**config.mk**
```make
export PLATFORM = sky130hd
export DESIGN_NAME = tpc_queue
export DESIGN_NICKNAME = d
export VERILOG_FILES = /design/src/sv/tpc_queue.sv
export SDC_FILE = /design/constraint.sdc
export NUM_CORES = 1
export LEC_CHECK = 0
export ABC_CLOCK_PERIOD_IN_PS = 1900
export CAP_MARGIN = 20
export CORE_MARGIN = 4
export CORE_UTILIZATION = 40
export DETAILED_ROUTE_END_ITERATION = 8
export DONT_BUFFER_PORTS = 1
export PLACE_DENSITY_LB_ADDON = 0.2
export SYNTH_ARGS = -nofsm -noshare
export SYNTH_HDL_FRONTEND = slang
export SYNTH_SLANG_ARGS = --single-unit
```
**constraint.sdc**
```tcl
create_clock -name clk -period 1.9 [get_ports clk]
set_input_delay 0.285 -clock clk [delete_from_list [all_inputs] [get_ports clk]]
set_output_delay 0.285 -clock clk [all_outputs]
set_load 0.1 [all_outputs]
```
**src/sv/tpc_queue.sv**
```systemverilog
// tpc_queue: two-entry job queue between classifier and clipper
// depends on nothing
module tpc_queue #(
    parameter int WIDTH = 8
) (
    input  logic             clk,
    input  logic             rst_n,
    input  logic             wr,
    input  logic [WIDTH-1:0] wr_data,
    output logic             full,
    input  logic             rd,
    output logic [WIDTH-1:0] rd_data,
    output logic             empty
);

    logic [WIDTH-1:0] mem_reg [2];
    logic             wptr_reg;
    logic             rptr_reg;
    logic [1:0]       count_reg;
    logic             do_wr;
    logic             do_rd;

    assign full    = (count_reg == 2'd2);
    assign empty   = (count_reg == 2'd0);
    assign do_wr   = wr && !full;
    assign do_rd   = rd && !empty;
    assign rd_data = mem_reg[rptr_reg];

    always_ff @(posedge clk)
    begin
        if (do_wr)
        begin
            mem_reg[wptr_reg] <= wr_data;
        end
    end

    always_ff @(posedge clk or negedge rst_n)
    begin
        if (!rst_n)
        begin
            wptr_reg  <= 1'b0;
            rptr_reg  <= 1'b0;
            count_reg <= 2'd0;
        end
        else
        begin
            if (do_wr)
            begin
                wptr_reg <= !wptr_reg;
            end
            if (do_rd)
            begin
                rptr_reg <= !rptr_reg;
            end
            if (do_wr && !do_rd)
            begin
                count_reg <= count_reg + 2'd1;
            end
            else if (do_rd && !do_wr)
            begin
                count_reg <= count_reg - 2'd1;
            end
        end
    end

endmodule

```
==> results.json <==
{
  "via_count_of_the_first_global_routing_pass": 422,
  "cts_root_buffer": "clkbuf_4",
  "route.detailed.vias_per_inst": 4.61,
  "most_common_cell_after_layout_fill_and_taps_aside": "edfxtp_1",
  "max_freq_mhz": 563,
  "placedCellCount": 77,
  "layout-drive-gt1-share": 0.298,
  "gr-usage-all-layers": 0.0992,
  "max_stage_delay_cell_worst_path": "mux2_2",
  "synthMuxAreaShare": 0.115,
  "overflow": 0,
  "synth_compound_gate_area_share": 0.00640,
  "violation_count_after_the_first_detailed_route_iteration": 7,
  "cts_hold_buffers": 1,
  "drt-total-wl_um": 1210,
  "timing_hold_violations_final": 0,
  "final.period_utilization": 0.935,
  "fillerInstances": 146,
  "final_net_count": 71,
  "antenna-diode-count": 0,
  "path_depth": 1,
  "cell_area_after_synthesis_um2": 782,
  "clock_sinks": 20,
  "area.sequential_um2": 581,
  "pin_count": 22,
  "tritoncts": "yes",
  "die_area_um2": 2730,
  "postRouteAntennaNets": 0,
  "grt_pass1_wl_um": 1900,
  "regToRegEndpoint": "count_reg[1]$_DFFE_PN0P_",
  "worst_ep_required_time_ns": 1.62,
  "yosysWarnings": 0,
  "antenna_found_initial": 0,
  "route.vias.total": 378,
  "timing.critical_path.fanout_max": 9,
  "detailedPlacementHpwl_um": 949,
  "synth_sequential_area_ratio": 0.742,
  "layoutNonFillerInstCount": 82,
  "place.port_buffers": 0,
  "synth_to_layout_area_growth_pct": 17.0,
  "multi_input_comb_area_um2": 191,
  "crit_path_end": "rd_data[7]",
  "worst_skew_pair.late_latency_ns": 0.28,
  "worstSetupStartpoint": "rptr_reg$_DFFE_PN0P_",
  "critical_path_arrival_ns": 1.49,
  "layout_common_cells": "edfxtp_1 (16), buf_4 (9), mux2_1 (6), dfrtp_1 (4), clkbuf_4 (3)",
  "initial_core_util": 0.439,
  "post_synth_and_or_nand_nor_area_fraction": 0.0384,
  "timing.critical_path.from_type": "flip-flop",
  "worstHoldPathType": "input port to flip-flop",
  "critical_path.cell_chain": "mux2_2",
  "yosysUniqueCellTypes": 15,
  "grt_start_max_net_pins": 12,
  "hold_path.startpoint": "wr_data[1]",
  "core_box_area_um2": 1780,
  "clock_path_buffers": 2,
  "r2r_slack_ns": 0.36,
  "rsz0062_at_grt": "no",
  "timing.critical_path.to_type": "output port",
  "critical_path.max_stage_delay_ns": 0.61,
  "fin_setup_tns_ns": 0,
  "drt_pre_antenna_iters": 3,
  "cts_post_setup_buffers_inserted": 0,
  "drt_drc_violations_left": 0,
  "synthesis.nets": 57,
  "post_synth.cell_area_avg_um2": 17.8,
  "tightest_slew_ns": 0.522,
  "y_dimension_of_the_die_um": 52.2,
  "skew_ns": 0.00163,
  "largest_reg_flops": 16,
  "synth_xor_xnor_area_share": 0.0656,
  "synth-seq-cells": 20,
  "timing.final.crit_period_ns": 1.78,
  "synth_fa_ha_area_frac": 0.0160,
  "maxCapViolCount": 0,
  "global_placement_routability_congestion": 0.634,
  "ff_to_ff_path_depth": 7,
  "postSynthCellCount": 44,
  "finalMaxSlewViolations": 0,
  "post_cts_resized": 0,
  "cts_htree_levels": 1,
  "post_drt_wl_per_cell_um": 14.7,
  "report.final.setup_viol": 0,
  "die-width_um": 52.2,
  "worst_path_dominant_cell_family": "multiplexers",
  "worst_flop_to_flop_path_startpoint": "count_reg[0]$_DFFE_PN0P_",
  "cts_inserted_buffers": 3,
  "synth_top_family_by_area": "multiplexers",
  "clk_transition_reported_paths_ns": 0.10,
  "run_status": "finished, final reports clean",
  "whs_ns": 0.0876,
  "path_type_of_the_worst_setup_path": "flip-flop to output port",
  "slew_headroom": 0.654,
  "critPathBufInv": 0,
  "std_cell_rows": 15
}
==> cell type report <==
cell class,instances,share of cell area
Tap cell,25,0.0342
Sequential cell,20,0.635
Clock buffer,3,0.0246
Multi-Input combinational cell,21,0.209
Timing Repair Buffer,10,0.0848
Clock inverter,1,0.00410
Inverter,2,0.00821
==> synth_stat cells, drive strengths merged <==
library cell	count	share of area
nand2b	1	0.0080
nand2	1	0.0080
ha	1	0.016
xnor2	3	0.043
nor2	3	0.014
and3	1	0.0080
o21ai	1	0.0064
inv	2	0.0096
mux2	8	0.12
edfxtp	16	0.61
buf	1	0.0064
dfrtp	4	0.13
xor2	2	0.022
==> metrics by stage <==
| step | util | setup WS [ns] | instance area [µm²] |
|---|---|---|---|
| after floorplan | - | 0.325 | 785 |
| after global placement | 0.493 | 0.457 | 878 |
| after detailed placement | 0.493 | 0.357 | 878 |
| after CTS | 0.513 | 0.0876 | 915 |
| after global routing | 0.513 | 0.0307 | 915 |
| final | 0.513 | 0.123 | 915 |
==> worst min path at each step <==
stage	endpoint	cells past startpoint
detailed placement	count_reg[1]$_DFFE_PN0P_	0
finish	mem_reg[0][1]$_DFFE_PP_	0
global placement	rptr_reg$_DFFE_PN0P_	0
floorplan	count_reg[0]$_DFFE_PN0P_	0
global route	mem_reg[0][2]$_DFFE_PP_	0
CTS	mem_reg[1][3]$_DFFE_PP_	0
==> layer usage <==
layer / part of all wire / up-vias / GRT usage / wire length [µm]
met4: 0 / 0 / 0.0383 / 0
li1: - / 183 / - / -
met1: 0.38 / 182 / 0.106 / 458
met5: 0 / - / 0 / 0
met3: 0.068 / 0 / 0.0313 / 82
met2: 0.55 / 13 / 0.180 / 669
==> kinds of logic (layout without fill, tap and decap cells) <==
family          Yosys count  in the layout
flops                    20             20
buf+inv                   3             16
mux                       8              8
simple gates              6              6
fa+ha+maj                 1              1
compound gates            1              1
xor+xnor                  5              5
Power is left out: the tool's default activity adds up to more than one toggle a clock period on the data nets, which glitch-free logic cannot reach.
